`src/rtl/fpd_pkg.sv`:
```
// fpd_pkg: shared types, codes and constants of the flight phase detector
// used by every module of the block; depends on nothing
`timescale 1ns / 1ps
`default_nettype none

package fpd_pkg;

    // field widths
    localparam int ACCEL_W   = 20;
    localparam int ALT_W     = 20;
    localparam int PEAK_W    = 19;
    localparam int TIME_W    = 32;
    localparam int CONFIRM_W = 16;
    localparam int TOL_W     = 16;
    localparam int CFG_IDX_W = 3;
    localparam int CFG_DAT_W = 20;

    // default depth of the queue between the front and back halves
    localparam int QUEUE_DEPTH_DEF = 2;

    // descent hysteresis: 1 m in 1/16 m units
    localparam logic signed [ALT_W:0] DESCENT_STEP = 21'sd16;

    // item op codes
    localparam logic [1:0] OP_SAMPLE = 2'd0;
    localparam logic [1:0] OP_ARM    = 2'd1;
    localparam logic [1:0] OP_CLEAR  = 2'd2;

    // config register indexes
    localparam logic [CFG_IDX_W-1:0] CFG_LAUNCH_THR     = 3'd0;
    localparam logic [CFG_IDX_W-1:0] CFG_LAUNCH_CONFIRM = 3'd1;
    localparam logic [CFG_IDX_W-1:0] CFG_DESC_CONFIRM   = 3'd2;
    localparam logic [CFG_IDX_W-1:0] CFG_LAND_TOL       = 3'd3;
    localparam logic [CFG_IDX_W-1:0] CFG_LAND_CONFIRM   = 3'd4;

    // config reset values
    localparam logic [ACCEL_W-1:0]   LAUNCH_THR_RST     = 20'd5023;
    localparam logic [CONFIRM_W-1:0] LAUNCH_CONFIRM_RST = 16'd100;
    localparam logic [CONFIRM_W-1:0] DESC_CONFIRM_RST   = 16'd2000;
    localparam logic [TOL_W-1:0]     LAND_TOL_RST       = 16'd32;
    localparam logic [CONFIRM_W-1:0] LAND_CONFIRM_RST   = 16'd5000;

    typedef enum logic [2:0] {
        PH_IDLE    = 3'd0,
        PH_ARMED   = 3'd1,
        PH_ASCENT  = 3'd2,
        PH_DESCENT = 3'd3,
        PH_LANDED  = 3'd4
    } phase_t;

    typedef enum logic [1:0] {
        KIND_SAMPLE = 2'd0,
        KIND_ARM    = 2'd1,
        KIND_CLEAR  = 2'd2,
        KIND_NOP    = 2'd3
    } kind_t;

    // timing config seen by the back half
    typedef struct packed {
        logic [CONFIRM_W-1:0] launch_confirm_ms;
        logic [CONFIRM_W-1:0] descent_confirm_ms;
        logic [TOL_W-1:0]     landing_tolerance;
        logic [CONFIRM_W-1:0] landing_confirm_ms;
    } cfg_t;

    // classified transaction as it sits in the queue
    typedef struct packed {
        kind_t                   kind;
        logic                    accel_above;
        logic [ACCEL_W-1:0]      accel;
        logic signed [ALT_W-1:0] altitude;
        logic [TIME_W-1:0]       now_ms;
    } entry_t;

endpackage

`default_nettype wire

```
`src/rtl/fpd_front.sv`:
```
// fpd_front: accepts input transactions and classifies them for the back half
// depends on fpd_pkg
`timescale 1ns / 1ps
`default_nettype none

module fpd_front (
    input  wire logic                             item_valid,
    input  wire logic [1:0]                       op,
    input  wire logic [fpd_pkg::ACCEL_W-1:0]      accel,
    input  wire logic signed [fpd_pkg::ALT_W-1:0] altitude,
    input  wire logic [fpd_pkg::TIME_W-1:0]       now_ms,
    input  wire logic [fpd_pkg::ACCEL_W-1:0]      launch_accel_threshold,
    input  wire logic                             queue_full,
    output logic                                  item_stall,
    output logic                                  push,
    output fpd_pkg::entry_t                       entry
);

    fpd_pkg::kind_t kind;

    always_comb
    begin
        unique case (op)
            fpd_pkg::OP_SAMPLE: kind = fpd_pkg::KIND_SAMPLE;
            fpd_pkg::OP_ARM:    kind = fpd_pkg::KIND_ARM;
            fpd_pkg::OP_CLEAR:  kind = fpd_pkg::KIND_CLEAR;
            default:            kind = fpd_pkg::KIND_NOP;
        endcase
    end

    assign item_stall = queue_full;
    assign push       = item_valid && !queue_full;

    always_comb
    begin
        entry.kind        = kind;
        // user must change the threshold only while idle (not enforced), so compare it here
        entry.accel_above = accel > launch_accel_threshold;
        entry.accel       = accel;
        entry.altitude    = altitude;
        entry.now_ms      = now_ms;
    end

endmodule

`default_nettype wire

```
`src/rtl/fpd_queue.sv`:
```
// fpd_queue: small register queue between the front and back halves
// depends on fpd_pkg
`timescale 1ns / 1ps
`default_nettype none

module fpd_queue #(
    parameter int QUEUE_DEPTH = fpd_pkg::QUEUE_DEPTH_DEF
) (
    input  wire logic            clk,
    input  wire logic            rst_n,
    input  wire logic            push,
    input  wire fpd_pkg::entry_t push_entry,
    input  wire logic            pop,
    output logic                 full,
    output logic                 not_empty,
    output fpd_pkg::entry_t      head
);

    localparam int PTR_W = (QUEUE_DEPTH > 1) ? $clog2(QUEUE_DEPTH) : 1;
    localparam int CNT_W = $clog2(QUEUE_DEPTH + 1);
    localparam logic [PTR_W-1:0] LAST_PTR = PTR_W'(QUEUE_DEPTH - 1);
    localparam logic [CNT_W-1:0] FULL_CNT = CNT_W'(QUEUE_DEPTH);

    fpd_pkg::entry_t   slot_reg [QUEUE_DEPTH];
    logic [PTR_W-1:0]  wr_ptr_reg, wr_ptr_next;
    logic [PTR_W-1:0]  rd_ptr_reg, rd_ptr_next;
    logic [CNT_W-1:0]  count_reg, count_next;

    assign full      = count_reg == FULL_CNT;
    assign not_empty = count_reg != '0;
    assign head      = slot_reg[rd_ptr_reg];

    always_comb
    begin
        wr_ptr_next = wr_ptr_reg;
        rd_ptr_next = rd_ptr_reg;
        count_next  = count_reg;
        if (push)
        begin
            wr_ptr_next = (wr_ptr_reg == LAST_PTR) ? '0 : wr_ptr_reg + 1'b1;
        end
        if (pop)
        begin
            rd_ptr_next = (rd_ptr_reg == LAST_PTR) ? '0 : rd_ptr_reg + 1'b1;
        end
        if (push && !pop)
        begin
            count_next = count_reg + 1'b1;
        end
        else if (pop && !push)
        begin
            count_next = count_reg - 1'b1;
        end
    end

    always_ff @(posedge clk or negedge rst_n)
    begin
        if (!rst_n)
        begin
            wr_ptr_reg <= '0;
            rd_ptr_reg <= '0;
            count_reg  <= '0;
        end
        else
        begin
            wr_ptr_reg <= wr_ptr_next;
            rd_ptr_reg <= rd_ptr_next;
            count_reg  <= count_next;
        end
    end

    always_ff @(posedge clk)
    begin
        if (push)
        begin
            slot_reg[wr_ptr_reg] <= push_entry;
        end
    end

`ifndef NO_ASSERTIONS
    a_no_push_full: assert property (@(posedge clk) disable iff (!rst_n)
        full |-> !push)
        else $error("queue written while full");
    a_no_pop_empty: assert property (@(posedge clk) disable iff (!rst_n)
        pop |-> not_empty)
        else $error("queue read while empty");
    a_count_bound: assert property (@(posedge clk) disable iff (!rst_n)
        count_reg <= FULL_CNT)
        else $error("queue count beyond depth");
`endif

endmodule

`default_nettype wire

```
`src/rtl/fpd_back.sv`:
```
// fpd_back: phase machine, peak tracking and result register
// depends on fpd_pkg
`timescale 1ns / 1ps
`default_nettype none

module fpd_back (
    input  wire logic                          clk,
    input  wire logic                          rst_n,
    input  wire fpd_pkg::cfg_t                 cfg,
    input  wire logic                          entry_valid,
    input  wire fpd_pkg::entry_t               entry,
    output logic                               pop,
    output logic                               result_valid,
    input  wire logic                          result_stall,
    output logic [2:0]                         flight_state,
    output logic [fpd_pkg::PEAK_W-1:0]         peak_altitude,
    output logic [fpd_pkg::ACCEL_W-1:0]        peak_accel,
    output logic                               phase_changed
);

    localparam int AW = fpd_pkg::ALT_W;
    localparam int TW = fpd_pkg::TIME_W;

    fpd_pkg::phase_t         phase_reg, phase_next;
    logic                    launch_timing_reg, launch_timing_next;
    logic [TW-1:0]           launch_start_reg, launch_start_next;
    logic                    descent_timing_reg, descent_timing_next;
    logic [TW-1:0]           descent_start_reg, descent_start_next;
    logic                    landing_timing_reg, landing_timing_next;
    logic [TW-1:0]           landing_start_reg, landing_start_next;
    logic signed [AW-1:0]    last_alt_reg, last_alt_next;
    logic signed [AW-1:0]    land_ref_reg, land_ref_next;
    logic [fpd_pkg::PEAK_W-1:0]  max_alt_reg, max_alt_next;
    logic [fpd_pkg::ACCEL_W-1:0] max_accel_reg, max_accel_next;

    logic                    result_valid_reg, result_valid_next;
    logic [2:0]              res_state_reg;
    logic [fpd_pkg::PEAK_W-1:0]  res_peak_alt_reg;
    logic [fpd_pkg::ACCEL_W-1:0] res_peak_accel_reg;
    logic                    res_changed_reg;
    logic                    changed;

    logic signed [AW:0]      alt_ext, last_minus, ref_diff;
    logic [AW:0]             ref_mag;
    logic                    falling, in_band;
    logic [TW-1:0]           launch_el, descent_el, landing_el;
    logic                    launch_done, descent_done, landing_done;

    assign pop = entry_valid && (!result_valid_reg || !result_stall);

    // condition datapath
    always_comb
    begin
        alt_ext      = $signed({entry.altitude[AW-1], entry.altitude});
        last_minus   = $signed({last_alt_reg[AW-1], last_alt_reg}) - fpd_pkg::DESCENT_STEP;
        falling      = alt_ext < last_minus;
        ref_diff     = alt_ext - $signed({land_ref_reg[AW-1], land_ref_reg});
        ref_mag      = ref_diff[AW] ? (AW+1)'(-ref_diff) : (AW+1)'(ref_diff);
        in_band      = ref_mag < (AW+1)'(cfg.landing_tolerance);
        launch_el    = entry.now_ms - launch_start_reg;
        descent_el   = entry.now_ms - descent_start_reg;
        landing_el   = entry.now_ms - landing_start_reg;
        launch_done  = launch_el >= TW'(cfg.launch_confirm_ms);
        descent_done = descent_el >= TW'(cfg.descent_confirm_ms);
        landing_done = landing_el >= TW'(cfg.landing_confirm_ms);
    end

    // next state
    always_comb
    begin
        phase_next          = phase_reg;
        launch_timing_next  = launch_timing_reg;
        launch_start_next   = launch_start_reg;
        descent_timing_next = descent_timing_reg;
        descent_start_next  = descent_start_reg;
        landing_timing_next = landing_timing_reg;
        landing_start_next  = landing_start_reg;
        last_alt_next       = last_alt_reg;
        land_ref_next       = land_ref_reg;
        max_alt_next        = max_alt_reg;
        max_accel_next      = max_accel_reg;
        if (pop)
        begin
            unique case (entry.kind)
                fpd_pkg::KIND_SAMPLE:
                begin
                    // positive altitudes only feed the peak
                    if (!entry.altitude[AW-1] &&
                        entry.altitude[fpd_pkg::PEAK_W-1:0] > max_alt_reg)
                    begin
                        max_alt_next = entry.altitude[fpd_pkg::PEAK_W-1:0];
                    end
                    if (entry.accel > max_accel_reg)
                    begin
                        max_accel_next = entry.accel;
                    end
                    unique case (phase_reg)
                        fpd_pkg::PH_IDLE:
                        begin
                            last_alt_next = entry.altitude;
                        end
                        fpd_pkg::PH_ARMED:
                        begin
                            if (entry.accel_above)
                            begin
                                if (!launch_timing_reg)
                                begin
                                    launch_timing_next = 1'b1;
                                    launch_start_next  = entry.now_ms;
                                end
                                else if (launch_done)
                                begin
                                    phase_next = fpd_pkg::PH_ASCENT;
                                end
                            end
                            else
                            begin
                                launch_timing_next = 1'b0;
                                launch_start_next  = '0;
                            end
                        end
                        fpd_pkg::PH_ASCENT:
                        begin
                            if (falling)
                            begin
                                if (!descent_timing_reg)
                                begin
                                    descent_timing_next = 1'b1;
                                    descent_start_next  = entry.now_ms;
                                end
                                else if (descent_done)
                                begin
                                    phase_next    = fpd_pkg::PH_DESCENT;
                                    land_ref_next = entry.altitude;
                                end
                            end
                            else
                            begin
                                descent_timing_next = 1'b0;
                                descent_start_next  = '0;
                            end
                            last_alt_next = entry.altitude;
                        end
                        fpd_pkg::PH_DESCENT:
                        begin
                            if (in_band)
                            begin
                                if (!landing_timing_reg)
                                begin
                                    landing_timing_next = 1'b1;
                                    landing_start_next  = entry.now_ms;
                                end
                                else if (landing_done)
                                begin
                                    phase_next = fpd_pkg::PH_LANDED;
                                end
                            end
                            else
                            begin
                                landing_timing_next = 1'b0;
                                landing_start_next  = '0;
                                land_ref_next       = entry.altitude;
                            end
                        end
                        default:
                        begin
                        end
                    endcase
                end
                fpd_pkg::KIND_ARM:
                begin
                    if (phase_reg == fpd_pkg::PH_IDLE)
                    begin
                        phase_next = fpd_pkg::PH_ARMED;
                    end
                end
                fpd_pkg::KIND_CLEAR:
                begin
                    phase_next          = fpd_pkg::PH_IDLE;
                    launch_timing_next  = 1'b0;
                    launch_start_next   = '0;
                    descent_timing_next = 1'b0;
                    descent_start_next  = '0;
                    landing_timing_next = 1'b0;
                    landing_start_next  = '0;
                    last_alt_next       = '0;
                    land_ref_next       = '0;
                    max_alt_next        = '0;
                    max_accel_next      = '0;
                end
                default:
                begin
                end
            endcase
        end
    end

    // outputs
    always_comb
    begin
        changed           = phase_next != phase_reg;
        result_valid_next = pop ? 1'b1 : (result_valid_reg && result_stall);
        result_valid      = result_valid_reg;
        flight_state      = res_state_reg;
        peak_altitude     = res_peak_alt_reg;
        peak_accel        = res_peak_accel_reg;
        phase_changed     = res_changed_reg;
    end

    always_ff @(posedge clk or negedge rst_n)
    begin
        if (!rst_n)
        begin
            phase_reg          <= fpd_pkg::PH_IDLE;
            launch_timing_reg  <= 1'b0;
            launch_start_reg   <= '0;
            descent_timing_reg <= 1'b0;
            descent_start_reg  <= '0;
            landing_timing_reg <= 1'b0;
            landing_start_reg  <= '0;
            last_alt_reg       <= '0;
            land_ref_reg       <= '0;
            max_alt_reg        <= '0;
            max_accel_reg      <= '0;
            result_valid_reg   <= 1'b0;
        end
        else
        begin
            phase_reg          <= phase_next;
            launch_timing_reg  <= launch_timing_next;
            launch_start_reg   <= launch_start_next;
            descent_timing_reg <= descent_timing_next;
            descent_start_reg  <= descent_start_next;
            landing_timing_reg <= landing_timing_next;
            landing_start_reg  <= landing_start_next;
            last_alt_reg       <= last_alt_next;
            land_ref_reg       <= land_ref_next;
            max_alt_reg        <= max_alt_next;
            max_accel_reg      <= max_accel_next;
            result_valid_reg   <= result_valid_next;
        end
    end

    always_ff @(posedge clk)
    begin
        if (pop)
        begin
            res_state_reg      <= phase_next;
            res_peak_alt_reg   <= max_alt_next;
            res_peak_accel_reg <= max_accel_next;
            res_changed_reg    <= changed;
        end
    end

`ifndef NO_ASSERTIONS
    a_idle_no_timer: assert property (@(posedge clk) disable iff (!rst_n)
        (phase_reg == fpd_pkg::PH_IDLE) |->
            (!launch_timing_reg && !descent_timing_reg && !landing_timing_reg))
        else $error("timer running while idle");
    a_phase_step: assert property (@(posedge clk) disable iff (!rst_n)
        (pop && entry.kind != fpd_pkg::KIND_CLEAR) |->
            ((phase_next == phase_reg) ||
             (3'(phase_next) == 3'(phase_reg) + 3'd1)))
        else $error("phase skipped a step");
    a_peak_monotonic: assert property (@(posedge clk) disable iff (!rst_n)
        (pop && entry.kind != fpd_pkg::KIND_CLEAR) |->
            ((max_accel_next >= max_accel_reg) && (max_alt_next >= max_alt_reg)))
        else $error("peak decreased without clear");
    a_result_load: assert property (@(posedge clk) disable iff (!rst_n)
        pop |=> result_valid)
        else $error("result register not loaded");
`endif

endmodule

`default_nettype wire

```
`src/rtl/flight_phase_detector_unit.sv`:
```
// flight_phase_detector_unit: five-phase flight detector, top level
// config registers plus fpd_front, fpd_queue and fpd_back; depends on fpd_pkg
//
// usage
// - item channel: item_valid / item_stall with op, accel, altitude, now_ms;
//   a transaction is taken on a clock edge with item_valid high, item_stall low
// - result channel: result_valid / result_stall with flight_state,
//   peak_altitude, peak_accel, phase_changed; exactly one result per item
// - config: cfg_write, cfg_index, cfg_data; write only while the block is idle
// - result path: items pass through fpd_queue into the result register of fpd_back
// - throughput: one item per cycle while item_stall is low; the phase machine in fpd_back
//   updates all its state on each pop, so a new item enters every cycle unless stalled
// - the small queue between front and back absorbs result_stall; once the
//   queue is full item_stall goes high, and the held result stays put
// - rst_n (async, active low): phase idle, timers, peaks and queue cleared,
//   config registers back to their defaults; no clearing pass is needed
// - a clear command item resets phase, timers and peaks but keeps the queue and config registers
`timescale 1ns / 1ps
`default_nettype none

module flight_phase_detector_unit #(
    parameter int QUEUE_DEPTH = fpd_pkg::QUEUE_DEPTH_DEF
) (
    input  wire logic                               clk,
    input  wire logic                               rst_n,
    // config write port
    input  wire logic                               cfg_write,
    input  wire logic [fpd_pkg::CFG_IDX_W-1:0]      cfg_index,
    input  wire logic [fpd_pkg::CFG_DAT_W-1:0]      cfg_data,
    // item channel
    input  wire logic                               item_valid,
    output logic                                    item_stall,
    input  wire logic [1:0]                         op,
    input  wire logic [fpd_pkg::ACCEL_W-1:0]        accel,
    input  wire logic signed [fpd_pkg::ALT_W-1:0]   altitude,
    input  wire logic [fpd_pkg::TIME_W-1:0]         now_ms,
    // result channel
    output logic                                    result_valid,
    input  wire logic                               result_stall,
    output logic [2:0]                              flight_state,
    output logic [fpd_pkg::PEAK_W-1:0]              peak_altitude,
    output logic [fpd_pkg::ACCEL_W-1:0]             peak_accel,
    output logic                                    phase_changed
);

    // config registers
    logic [fpd_pkg::ACCEL_W-1:0]   launch_thr_reg;
    logic [fpd_pkg::CONFIRM_W-1:0] launch_confirm_reg;
    logic [fpd_pkg::CONFIRM_W-1:0] desc_confirm_reg;
    logic [fpd_pkg::TOL_W-1:0]     land_tol_reg;
    logic [fpd_pkg::CONFIRM_W-1:0] land_confirm_reg;
    fpd_pkg::cfg_t                 cfg;

    // front to queue to back
    logic            push;
    logic            queue_full;
    logic            queue_not_empty;
    logic            pop;
    fpd_pkg::entry_t push_entry;
    fpd_pkg::entry_t head_entry;

    // register writes; unused indexes are dropped
    always_ff @(posedge clk or negedge rst_n)
    begin
        if (!rst_n)
        begin
            launch_thr_reg     <= fpd_pkg::LAUNCH_THR_RST;
            launch_confirm_reg <= fpd_pkg::LAUNCH_CONFIRM_RST;
            desc_confirm_reg   <= fpd_pkg::DESC_CONFIRM_RST;
            land_tol_reg       <= fpd_pkg::LAND_TOL_RST;
            land_confirm_reg   <= fpd_pkg::LAND_CONFIRM_RST;
        end
        else if (cfg_write)
        begin
            unique case (cfg_index)
                fpd_pkg::CFG_LAUNCH_THR:     launch_thr_reg     <= cfg_data;
                fpd_pkg::CFG_LAUNCH_CONFIRM:
                    launch_confirm_reg <= cfg_data[fpd_pkg::CONFIRM_W-1:0];
                fpd_pkg::CFG_DESC_CONFIRM:
                    desc_confirm_reg   <= cfg_data[fpd_pkg::CONFIRM_W-1:0];
                fpd_pkg::CFG_LAND_TOL:
                    land_tol_reg       <= cfg_data[fpd_pkg::TOL_W-1:0];
                fpd_pkg::CFG_LAND_CONFIRM:
                    land_confirm_reg   <= cfg_data[fpd_pkg::CONFIRM_W-1:0];
                default:
                begin
                end
            endcase
        end
    end

    always_comb
    begin
        cfg.launch_confirm_ms  = launch_confirm_reg;
        cfg.descent_confirm_ms = desc_confirm_reg;
        cfg.landing_tolerance  = land_tol_reg;
        cfg.landing_confirm_ms = land_confirm_reg;
    end

    // front: take the transaction and classify it
    fpd_front u_front (
        .item_valid             (item_valid),
        .op                     (op),
        .accel                  (accel),
        .altitude               (altitude),
        .now_ms                 (now_ms),
        .launch_accel_threshold (launch_thr_reg),
        .queue_full             (queue_full),
        .item_stall             (item_stall),
        .push                   (push),
        .entry                  (push_entry)
    );

    // queue decouples front stall from back stall
    fpd_queue #(
        .QUEUE_DEPTH (QUEUE_DEPTH)
    ) u_queue (
        .clk        (clk),
        .rst_n      (rst_n),
        .push       (push),
        .push_entry (push_entry),
        .pop        (pop),
        .full       (queue_full),
        .not_empty  (queue_not_empty),
        .head       (head_entry)
    );

    // back: phase machine and result register
    fpd_back u_back (
        .clk           (clk),
        .rst_n         (rst_n),
        .cfg           (cfg),
        .entry_valid   (queue_not_empty),
        .entry         (head_entry),
        .pop           (pop),
        .result_valid  (result_valid),
        .result_stall  (result_stall),
        .flight_state  (flight_state),
        .peak_altitude (peak_altitude),
        .peak_accel    (peak_accel),
        .phase_changed (phase_changed)
    );

endmodule

`default_nettype wire
```
`config.mk`:
```
export PLATFORM = sky130hd
export DESIGN_NAME = flight_phase_detector_unit
export DESIGN_NICKNAME = d
export VERILOG_FILES = /design/src/rtl/fpd_pkg.sv /design/src/rtl/fpd_front.sv /design/src/rtl/fpd_queue.sv /design/src/rtl/fpd_back.sv /design/src/rtl/flight_phase_detector_unit.sv
export SDC_FILE = /design/constraint.sdc
export NUM_CORES = 1
export LEC_CHECK = 0
export BUFFER_PORTS_ARGS = -buffer_cell sky130_fd_sc_hd__buf_2
export CAP_MARGIN = 20
export CORE_MARGIN = 4
export CORE_UTILIZATION = 61
export DETAILED_ROUTE_END_ITERATION = 12
export MAX_ROUTING_LAYER = met4
export PLACE_DENSITY = 0.77
export SLEW_MARGIN = 20
export SYNTH_ARGS = -nofsm -noshare
export SYNTH_HDL_FRONTEND = slang
export SYNTH_SLANG_ARGS = --single-unit
export TNS_END_PERCENT = 50
```
`constraint.sdc`:
```
create_clock -name clk -period 9.25 [get_ports clk]
set_clock_uncertainty 0.05 [all_clocks]
set_input_delay 2.775 -clock clk [delete_from_list [all_inputs] [get_ports clk]]
set_output_delay 2.775 -clock clk [all_outputs]
set_load 0.01 [all_outputs]
```
Word level (Yosys, flattened, before mapping)

Memories as Yosys holds them, arrays and structs flattened.
Cells that the tools add are included.

Word-level logic and storage cells: 159
Memories kept: 1
RAM bits: 150
Bits of input ports: 102
Bits in registers: 313
Output and inout bits: 45

Memories:

| name             | depth | width | read ports | clocked after memory_dff | write ports | RTL line        | source |
|---|---|---|---|---|---|---|---|
| u_queue.slot_reg | 2     | 75    | 1          | 0                        | 1           | fpd_queue.sv:24 | `fpd_pkg::entry_t slot_reg [QUEUE_DEPTH];` |

Eq/ne operators: 25
Muxes and demuxes: 57
Magnitude comparators: 8
Add/subtract/negate cells: 10
Reduce and logical (&&, ||, !) cells: 34

Operators with widths:

| operator                | count |
|---|---|
| $mux W32                | 9 |
| $pmux W32 S2            | 3 |
| $pmux W20 S2            | 4 |
| $mux W20                | 7 |
| $ge A32 B16 Y1          | 3 |
| $sub A32 B32 Y32        | 3 |
| $gt A20 B20 Y1          | 2 |
| $mux W19                | 2 |
| $pmux W19 S2            | 1 |
| $mux W3                 | 11 |
| $lt A20 B21 Y1          | 1 |
| $lt A21 B16 Y1          | 1 |
| $mux W21                | 1 |
| $neg A21 Y21            | 1 |
| $sub A20 B20 Y21        | 1 |
| $sub A20 B6 Y21 const B | 1 |
| $gt A19 B19 Y1          | 1 |
| $pmux W3 S3             | 2 |
| $eq A3 B2 Y1 const B    | 4 |
| $ne A3 B2 Y1 const B    | 4 |
| $ne A3 B3 Y1 const B    | 4 |
| $reduce_and A3 Y1       | 4 |
| $reduce_and A4 Y1       | 3 |
| $mux W1                 | 11 |
| other kinds (22)        | 50 |

Longest topological paths before layout

Gate-level depths: netlist (run 1).
An unclocked memory read counts as a cell.

Depth in word-level cells: 10
Gate-level depth with buffers: 30
Mapped depth without buffers: 25

Modules after synthesis

From an unflattened synthesis (run 1), not the netlist that was laid out.

Cell total of the unflattened synthesis: 2831
Area, all modules: 29150.5 µm²

By module, submodules not included:

| module                     | times used | cells each | area each (µm²) | seq. area each (µm²) |
|---|---|---|---|---|
| fpd_back                   | 1          | 2254       | 19119.6         | 5845.6 |
| fpd_queue                  | 1          | 249        | 5755.5          | 4604.4 |
| flight_phase_detector_unit | 1          | 182        | 3191.8          | 2132.0 |
| fpd_front                  | 1          | 146        | 1083.5          | 0.0 |

Least setup slack after synthesis (run 1)

No wires, ideal clock.

Path type: input -> register
Start point: input item_valid
End point: memory u_queue.slot_reg[0][0] (netlist name), enable pin
Data required time: 8.691 ns
Setup slack: 2.697 ns
Stages on the path: 2
Path buffers: 0
Arrival time: 5.994 ns
Library setup time: 0.509 ns
Cell sequence: nand2_1 -> nor2_1

Word-level cells in the longest chain between the ends: 3

RTL lines:

| item                          | RTL line                         | source |
|---|---|---|
| start, declared               | flight_phase_detector_unit.sv:31 | `input wire logic item_valid,` |
| $logic_and A1 B1 Y1           | fpd_front.sv:32                  | `assign push = item_valid && !queue_full;` |
| $mux W1                       | fpd_queue.sv:74                  | `if (push)` |
| $mux W1 (implied by the code) | fpd_queue.sv:76                  | `slot_reg[wr_ptr_reg] <= push_entry;` |
| end, declared                 | fpd_queue.sv:24                  |  |

Every way passes these cells.

Worst setup path in the final report (run 1)

Start point: register u_queue.rd_ptr_reg
End point: register u_back.res_state_reg[1], in the netlist u_back.flight_state[1], data pin

Word-level cells in the longest chain between the ends: 9
Elaborated cells between the ends (all ways): 27
Classes of those cells: 5 x add/sub; 5 x order compare; 2 x eq/ne; 13 x mux; 1 x reduce/logical; 1 x memory

RTL lines:

| item                                           | RTL line                                          | source |
|---|---|---|
| start, declared                                | fpd_queue.sv:26                                   | `logic [PTR_W-1:0] rd_ptr_reg, rd_ptr_next;` |
| start signal, assigned                         | fpd_queue.sv:67                                   | `rd_ptr_reg <= rd_ptr_next;` |
| $mem_v2 Z2 W75 *                               | n/a                                               |  |
| $sub A20 B20 Y21, or another cell as far along | fpd_back.sv:57                                    | `ref_diff = alt_ext - $signed({land_ref_reg[AW-1], land_ref_reg});` |
| $neg A21 Y21, or another cell as far along     | fpd_back.sv:58                                    | `ref_mag = ref_diff[AW] ? (AW+1)'(-ref_diff) : (AW+1)'(ref_diff);` |
| $mux W21, or another cell as far along         | fpd_back.sv:58                                    |  |
| $lt A21 B16 Y1, or another cell as far along   | fpd_back.sv:59                                    | `in_band = ref_mag < (AW+1)'(cfg.landing_tolerance);` |
| $mux W3, on equally long branches              | fpd_back.sv:146, fpd_back.sv:104, fpd_back.sv:124 |  |
| $pmux W3 S3                                    | fpd_back.sv:97                                    | `unique case (phase_reg)` |
| $pmux W3 S3 *                                  | fpd_back.sv:84                                    | `unique case (entry.kind)` |
| $mux W3 *                                      | fpd_back.sv:82                                    | `if (pop)` |
| net u_back.phase_next[1]                       | fpd_back.sv:24                                    | `fpd_pkg::phase_t phase_reg, phase_next;` |
| end signal, assigned                           | fpd_back.sv:248                                   | `res_state_reg <= phase_next;` |
| end, declared                                  | fpd_back.sv:37                                    | `logic [2:0] res_state_reg;` |

Mark *: on every way through the listed nets, which the timed path passes. The rest lies on a longest branch.
A chain may end at the register's enable or synchronous reset.

==> results of run 1 <==
-- final cells by class --
cell class                      count  area share
Inverter                          319      0.0381
Tap cell                          600      0.0239
Clock inverter                     33      0.0117
Clock buffer                       60      0.0416
Timing Repair Buffer              170      0.0299
Multi-Input combinational cell   2000       0.455
Sequential cell                   463       0.400
Antenna cell                        1   0.0000796
-- how the worst min path moves through the flow --
stage | to | cells after the start
CTS | u_back.descent_start_reg[29] | 2
finish | u_back.descent_start_reg[14] | 2
global placement | u_back.descent_start_reg[16] | 2
global route | u_back.descent_start_reg[6] | 2
floorplan | u_back.last_alt_reg[0] | 2
detailed placement | u_back.descent_start_reg[29] | 2
-- cells in the final DEF, fill, tap and decap left out, drive strengths merged, types with 18 or more instances in the layout --
cell	count
a21o	51
inv	322
mux2i	64
clkinv	18
mux2	46
o2bb2ai	20
xor2	52
buf	170
a211oi	19
edfxtp	193
nor2	131
nand2b	40
nand3	34
nor3	40
o21ai	247
clkbuf	60
o21a	28
a22o	20
a32o	19
a21oi	168
o31ai	66
o211ai	26
xnor2	57
ha	259
nand2	321
nor2b	27
dfrtp	246
dfstp	24
nand4	37
-- critical path: stages (launching register included) --
cell	delay (ns)
dfrtp_4	0.90
buf_4	0.47
mux2i_1	0.47
inv_1	0.23
ha_1	0.42
nand2_1	0.14
nor2_1	0.05
a221oi_1	0.56
a21oi_1	0.22
nor2_1	0.25
xnor2_1	0.10
ha_1	0.20
o21bai_1	0.21
a2111oi_0	0.49
nand4_1	0.15
nor4_1	0.62
o21ai_0	0.31
a2111oi_0	0.45
nand4_1	0.16
nor4_1	0.45
nor4b_4	0.14
a211o_1	0.29
a22oi_1	0.18
-- kinds of logic (layout without fill, tap and decap cells) --
| group | count (synthesis) | count (layout) | synth area share |
|---|---|---|---|
| mux | 110 | 110 | 0.0412 |
| flops | 463 | 463 | 0.443 |
| other cells | 0 | 1 | 0 |
| buf+inv | 416 | 582 | 0.0568 |
| simple gates | 726 | 726 | 0.122 |
| compound gates | 792 | 792 | 0.186 |
| xor+xnor | 109 | 109 | 0.0341 |
| fa+ha+maj | 263 | 263 | 0.117 |
-- power by group --
part	internal (uW)	switching [uW]	total, uW
Combinational	2940	4760	7700
Clock	1160	862	2030
Sequential	2810	309	3120
-- stage by stage --
| stage | utilization | instance area [um2] | worst slack [ns] | power [uW] |
|---|---|---|---|---|
| floorplan | - | 28400 | 2.70 | 8640 |
| global placement | 0.651 | 29800 | 1.53 | 10500 |
| detailed placement | 0.651 | 29800 | 1.61 | 10700 |
| CTS | 0.688 | 31400 | 1.56 | 12800 |
| global route | 0.689 | 31500 | 1.12 | 13900 |
| finish | 0.689 | 31500 | 1.53 | 12800 |
-- per-layer routing --
metal,up-vias,track usage
li1,10600,-
met1,11000,0.387
met2,729,0.516
met3,162,0.0338
met4,0,0.0909
met5,-,-
==> flow_metrics.py, run 1 <==
metrics = {
    "status": {
        "status": "finished, final reports clean",
    },
    "floorplan": {
        "core_um2": 45700,
        "ios": 147,
        "initial_core_util": 0.622,
        "rows": 78,
        "die_area_um2": 50100,
        "die_h_um": 224,
        "die_width_um": 224,
    },
    "layout": {
        "regArea_um2": 12600,
        "fin_cells": 3646,
        "largest_reg_flops": 150,
        "drive_above_1_share": 0.130,
        "multi_input_area_um2": 14300,
        "syn2layout_area_growth_pct": 10.7,
        "layout.nets": 3369,
        "nFillCells": 3491,
    },
    "setup_path": {
        "r2r_end": "u_back.flight_state[1]",
        "endpoint_kind": "register",
        "crit_fanout": 31,
        "startpoint": "u_queue.rd_ptr_reg",
        "rrSetupSlack_ns": 1.53,
        "reg2reg_from": "u_queue.rd_ptr_reg",
        "arrival_ns": 8.09,
        "reg2reg_depth": 22,
        "cp-endpoint": "u_back.flight_state[1]",
        "path_class": "reg2reg",
        "required_ns": 9.62,
        "worstSetupStartpointType": "register",
    },
    "timing": {
        "tightest_slew_ns": 1.17,
        "finalSetupViolations": 0,
        "fin_tns_setup_ns": 0,
        "hold_slack_ns": 0.427,
        "fin_crit_sh": 0.835,
        "finalHoldViolations": 0,
        "min_period_ns": 7.72,
        "drv_slew": 0,
        "slew_headroom": 0.219,
        "max_clock_freq_ghz": 0.129,
        "grt_setup_unrepaired": "no",
    },
    "clock_network": {
        "cts_tree": "built",
        "holdBufCountCts": 0,
        "root_buffer": "clkbuf_16",
        "cts_resized": 0,
        "cts_sinks": 463,
        "clock_latency_ns": 0.61,
        "cts_buffers": 50,
        "cts_setup_buffers": 0,
        "clockBufferDepth": 3,
        "htreeDepth": 2,
        "clk_pin_slew_worst_paths_ns": 0.06,
    },
    "global_routing": {
        "grt_pass1_wl_um": 119000,
        "grt-ovfl-total": 0,
        "grt_pass1_vias": 22300,
        "antenna_found_initial": 2,
        "grt.total_usage": 0.303,
        "grt_max_degree": 166,
    },
    "logic_synthesis": {
        "synth_enable_flop_cells": 193,
        "syn_nets": 3244,
        "syn_avg_cell_area_um2": 9.87,
        "syn_area_um2": 28400,
        "ys_seq_area_frac": 0.443,
        "synthTopCellsByCount": "321 x nand2_1, 318 x inv_1, 259 x ha_1, 246 x dfrtp_1, 200 x o21ai_0",
        "netlist_instances": 2879,
        "yosysTopAreaCell": "dfrtp_1",
        "synth_area_leaders": "dfrtp_1 22%, edfxtp_1 20%, ha_1 11%",
        "synth.most_common_cell": "nand2_1",
        "yosys_warnings": 0,
        "dominantRegCellSynth": "dfrtp_1",
        "synthArstFlopShare": 0.583,
        "synth_cell_types": 99,
        "ys_seq_elements": 463,
        "synth_top_area_frac": 0.217,
    },
    "detailed_routing": {
        "route.met2.wl_um": 37100,
        "drt_iter0_drc": 1875,
        "avgRoutedWirePerCell_um": 20.4,
        "dr_wl_met3_um": 4070,
        "highest_layer": "met4",
        "ant_nets": 0,
        "wirelength_um": 74400,
        "num_vias": 22500,
        "met1_length_um": 31000,
        "first_pass_iters": 5,
        "routed_via_density": 6.17,
        "drc_errors": 0,
    },
    "power_and_ir_drop": {
        "p_per_area_nw_per_um2": 408,
        "power_leakage_uw": 0.0133,
        "peakVddDrop_mv": 0.247,
    },
    "placed_design": {
        "place_hpwl_um": 55600,
        "gp_congestion": 0.975,
        "port_buffers": 146,
        "placed_cells": 3551,
    },
    "flow_run": {
        "drv_cap": 0,
    },
    "worst_hold_path": {
        "hp-class": "reg2reg",
        "hold_start": "u_back.descent_start_reg[14]",
    },
}
No activity file was read; power rests on OpenSTA's default activity.
==> inputs of run 2 (changes only) <==
Clock period 9.25 ns to 7.25 ns, I/O delays scaled along.
==> flow_metrics.py, run 2 (synthesis gave the netlist of run 1 again) <==
metrics = {
    "status": {
        "status": "finished, final reports clean",
    },
    "clock_network": {
        "cts_sinks": 463,
        "cts_buffers": 48,
        "cts_resized": 0,
        "clock_latency_ns": 0.63,
        "htreeDepth": 2,
        "clk_pin_slew_worst_paths_ns": 0.06,
        "holdBufCountCts": 0,
        "root_buffer": "clkbuf_16",
        "cts_setup_buffers": 0,
        "cts_tree": "built",
        "clockBufferDepth": 3,
    },
    "timing": {
        "fin_tns_setup_ns": 0,
        "min_period_ns": 6.78,
        "tightest_slew_ns": 0.986,
        "max_clock_freq_ghz": 0.148,
        "slew_headroom": 0.324,
        "finalSetupViolations": 0,
        "fin_crit_sh": 0.935,
        "drv_slew": 0,
        "setup_ws_ns": 0.475,
        "grt_setup_unrepaired": "no",
        "finalHoldViolations": 0,
    },
    "worst_hold_path": {
        "min_path_cells": 2,
        "hp-class": "reg2reg",
        "hold_start": "u_back.landing_start_reg[13]",
        "holdPathEnd": "u_back.landing_start_reg[13]",
    },
    "floorplan": {
        "rows": 78,
        "die_area_um2": 50100,
        "core_um2": 45700,
        "ios": 147,
        "die_width_um": 224,
        "die_h_um": 224,
        "initial_core_util": 0.622,
    },
    "detailed_routing": {
        "wirelength_um": 74900,
        "avgRoutedWirePerCell_um": 20.5,
        "drc_errors": 0,
        "ant_nets": 0,
        "drt_iter0_drc": 1925,
        "first_pass_iters": 6,
        "num_vias": 22500,
        "routed_via_density": 6.16,
    },
    "global_routing": {
        "grt_pass1_wl_um": 119000,
        "grt_pass1_vias": 22500,
        "antenna_found_initial": 2,
        "grt-ovfl-total": 0,
        "grt_max_degree": 170,
        "grt.total_usage": 0.303,
    },
    "setup_path": {
        "rrSetupSlack_ns": 0.47,
        "path_class": "reg2reg",
        "reg2reg_depth": 22,
        "crit_fanout": 29,
        "endpoint_kind": "register",
        "worstSetupStartpointType": "register",
        "r2r_end": "u_back.flight_state[2]",
        "arrival_ns": 7.08,
        "required_ns": 7.56,
        "reg2reg_from": "u_queue.rd_ptr_reg",
    },
    "power_and_ir_drop": {
        "p_comb_frac": 0.606,
        "peakVddDrop_mv": 0.346,
        "swShare": 0.466,
        "power_leakage_uw": 0.0133,
        "p_int_uw": 8730,
        "p_per_area_nw_per_um2": 520,
        "pwr-share-seq": 0.244,
        "clockPowerShare": 0.150,
        "power.net_switching_uw": 7610,
    },
    "placed_design": {
        "gp_congestion": 0.957,
        "port_buffers": 146,
        "place_hpwl_um": 55700,
        "post-place-ws_ns": 0.663,
    },
    "layout": {
        "regArea_um2": 12600,
        "syn2layout_area_growth_pct": 10.5,
        "drive_above_1_share": 0.129,
        "nFillCells": 3494,
        "largest_reg_flops": 150,
        "multi_input_area_um2": 14300,
        "post-route-util": 0.687,
        "final_common_cell": "nand2_1",
        "layout.nets": 3373,
        "final_cell_mix": "320 x nand2_1, 317 x inv_1, 259 x ha_1",
    },
    "flow_run": {
        "drv_cap": 0,
    },
}
run 2: routing by layer:
layer  wire [um]  global-route usage  vias to the layer above
li1            -                   -                    10600
met1       31600               0.389                    10900
met2       36900               0.509                      746
met3        3790              0.0296                      186
met4        2690               0.104                        0
met5           0                   -                        -
run 2: worst max path at each step:
stage,to,slack (ns),cells after the start,start
6_report,u_back.flight_state[2],0.47,22,u_queue.rd_ptr_reg
5_1_grt,u_back.flight_state[1],0.09,22,u_queue.rd_ptr_reg
4_1_cts,u_back.landing_start_reg[31],0.62,24,u_queue.rd_ptr_reg
3_5_place_dp,u_back.flight_state[1],0.66,22,u_queue.rd_ptr_reg
3_3_place_gp,u_back.flight_state[1],0.77,22,u_queue.rd_ptr_reg
2_1_floorplan,u_back.flight_state[0],0.85,29,u_queue.rd_ptr_reg
run 2: final cells by class:
type                       count  share of cell area
multi-input combinational   2000               0.455
sequential                   463               0.401
clock buffer                  72              0.0434
inverter                     319              0.0381
timing repair buffer         176              0.0319
tap                          600              0.0239
clock inverter                18             0.00630
antenna                        1           0.0000797
run 2: critical path, cell delays in order (launching register included):
cell and delay, ns:
dfrtp_4 0.88, buf_4 0.28, mux2i_1 0.49, inv_1 0.19
ha_1 0.41, a21oi_1 0.27, o21ai_0 0.15, a221oi_1 0.54
a21oi_1 0.22, nor2_1 0.19, xnor2_1 0.09, ha_1 0.19
o21bai_1 0.16, a2111oi_0 0.39, nand4_1 0.15, nor4_1 0.24
o21ai_0 0.12, a2111oi_0 0.36, nand4_1 0.15, nor4_1 0.39
nor4b_4 0.13, a31oi_1 0.30, nor2_1 0.09
run 2: stage by stage:
stage	std cells	cell area, um2	hold WS (ns)	power [uW]
5_1_grt	3649	31400	0.451	17600
6_report	3649	31400	0.425	16300
2_1_floorplan	2879	28400	0.394	11000
4_1_cts	3646	31400	0.428	16200
3_5_place_dp	3556	29800	0.418	13700
3_3_place_gp	3556	29800	0.407	13400
run 2: power groups by stage:
stage / Combinational, uW / Sequential (uW) / Clock (uW)
3_5_place_dp: 9680 / 4010 / 0
4_1_cts: 9750 / 3970 / 2490
2_1_floorplan: 7090 / 3940 / 0
5_1_grt: 10900 / 4050 / 2610
3_3_place_gp: 9400 / 3980 / 0
6_report: 9910 / 3980 / 2450
==> inputs of run 3 (changes only) <==
Settings changed: ABC_AREA set to 1, REMOVE_ABC_BUFFERS set to 1.
==> flow_metrics.py, run 3 <==
metrics = {
    "clock_network": {
        "cts_setup_buffers": 0,
        "root_buffer": "clkbuf_16",
        "clockBufferDepth": 3,
        "cts_sinks": 463,
        "clock_latency_ns": 0.63,
        "holdBufCountCts": 0,
        "cts_buffers": 48,
        "clk_pin_slew_worst_paths_ns": 0.06,
        "htreeDepth": 2,
        "cts_resized": 0,
        "cts_tree": "built",
    },
    "floorplan": {
        "die_h_um": 230,
        "die_width_um": 230,
        "ios": 147,
        "rows": 81,
        "die_area_um2": 53000,
        "core_um2": 48800,
        "initial_core_util": 0.617,
    },
    "layout": {
        "largest_reg_flops": 150,
        "layout.nets": 4323,
        "design_area_um2": 33200,
        "final_common_cell": "nand2_1",
        "regArea_um2": 12600,
        "syn2layout_area_growth_pct": 10.2,
        "nFillCells": 4222,
        "fin_cells": 4667,
        "drive_above_1_share": 0.101,
        "multi_input_area_um2": 14700,
        "final_cell_mix": "957 x nand2_1, 679 x inv_1, 267 x o21ai_0",
    },
    "setup_path": {
        "required_ns": 7.72,
        "crit_fanout": 40,
        "worstSetupStartpointType": "register",
        "endpoint_kind": "register",
        "arrival_ns": 6.60,
        "path_class": "reg2reg",
        "rrSetupSlack_ns": 1.13,
        "cp_common_cell": "nand2_1",
        "crit_path_max_incr_delay_ns": 0.51,
        "cpMaxStageDelayCell": "buf_4",
    },
    "logic_synthesis": {
        "synthTopCellsByCount": "959 x nand2_1, 681 x inv_1, 267 x o21ai_0, 259 x ha_1",
        "ys_seq_elements": 463,
        "syn_avg_cell_area_um2": 7.88,
        "yosys_warnings": 0,
        "netlist_instances": 3822,
        "ys_seq_area_frac": 0.418,
        "synth.most_common_cell": "nand2_1",
        "dominantRegCellSynth": "dfrtp_1",
        "yosysTopAreaCell": "dfrtp_1",
        "synthArstFlopShare": 0.583,
        "syn_area_um2": 30100,
        "synth_area_leaders": "dfrtp_1 20%, edfxtp_1 19%, nand2_1 12%",
        "synth_enable_flop_cells": 193,
        "synth_cell_types": 52,
        "synth_top_area_frac": 0.204,
    },
    "timing": {
        "slew_headroom": 0.320,
        "grt_setup_unrepaired": "no",
        "max_clock_freq_ghz": 0.163,
        "finalHoldViolations": 0,
        "finalSetupViolations": 0,
        "min_period_ns": 6.12,
        "drv_slew": 0,
        "tightest_slew_ns": 1.02,
        "fin_tns_setup_ns": 0,
        "fin_crit_sh": 0.845,
        "setup_ws_ns": 1.13,
    },
    "global_routing": {
        "antenna_found_initial": 6,
        "grt_max_degree": 135,
        "grt_pass1_vias": 24400,
        "grt_pass1_wl_um": 134000,
        "grt-ovfl-total": 0,
        "grt.total_usage": 0.329,
    },
    "placed_design": {
        "post_dp_cell_area_um2": 31500,
        "place_hpwl_um": 65700,
        "placed_cells": 4571,
        "port_buffers": 146,
        "gp_congestion": 1.01,
        "post-place-ws_ns": 1.28,
    },
    "detailed_routing": {
        "routed_via_density": 5.57,
        "num_vias": 26000,
        "wirelength_um": 84900,
        "first_pass_iters": 6,
        "drc_errors": 0,
        "avgRoutedWirePerCell_um": 18.2,
        "ant_nets": 0,
        "drt_iter0_drc": 2623,
    },
    "flow_run": {
        "drv_cap": 0,
    },
    "status": {
        "status": "finished, final reports clean",
    },
    "worst_hold_path": {
        "hp-class": "reg2reg",
    },
}
==> run 3: path summary, 6_finish.rpt <==
| check | startpoint | endpoint | cells after the start |
|---|---|---|---|
| min | u_back.launch_timing_reg | u_back.launch_timing_reg | 1 |
| max | u_queue.rd_ptr_reg | u_back.land_ref_reg[12] | 33 |
| min reg2reg | u_back.launch_timing_reg | u_back.launch_timing_reg | 1 |
| max reg2reg | u_queue.rd_ptr_reg | u_back.land_ref_reg[12] | 33 |
| max in group asynchronous | rst_n | u_back.descent_start_reg[2] | 2 |
| min in group asynchronous | rst_n | u_back.descent_start_reg[26] | 1 |
==> run 3: cell type report <==
type,instances,share of cell area
multi-input combinational,2595,0.442
sequential,463,0.379
inverter,685,0.0774
clock buffer,64,0.0403
timing repair buffer,165,0.0273
tap,664,0.0250
clock inverter,26,0.00912
antenna,5,0.000377
==> run 3: through the flow <==
step                      hold slack, ns   util
after floorplan                    0.400      -
after global placement             0.412  0.645
after detailed placement           0.419  0.646
after CTS                          0.433  0.679
after global routing               0.448  0.680
final                              0.427  0.680
==> run 3: routing by layer <==
layer  up-vias  part of all wire  global-route usage
met1     12200              0.46               0.484
met5         -                 0                   -
li1      12700                 -                   -
met4         0             0.019              0.0749
met3        96             0.088              0.0587
met2       974              0.43               0.478
==> run 3: kinds of logic after synthesis <==
group | count (synthesis) | synth area share
AO/OA/AOI/OAI | 628 | 0.118
adder cells (fa/ha/maj) | 263 | 0.110
flip-flops | 463 | 0.418
AND/OR/NAND/NOR | 1606 | 0.228
multiplexers | 11 | 0.00365
XOR/XNOR | 87 | 0.0255
buffers and inverters | 764 | 0.0968
==> run 3: worst max-delay path, delay by kind of cell, from the launching register on <==
| kind | cells | cell delay, ns |
|---|---|---|
| AO/OA/AOI/OAI | 7 | 1.26 |
| XOR/XNOR | 1 | 0.13 |
| AND/OR/NAND/NOR | 17 | 2.07 |
| flip-flops | 1 | 0.35 |
| buffers and inverters | 6 | 1.40 |
| adder cells (fa/ha/maj) | 2 | 0.68 |
Power of run 3 is left out: the tool's default activity adds up to more than one toggle a clock period on the data nets, which glitch-free logic cannot reach.
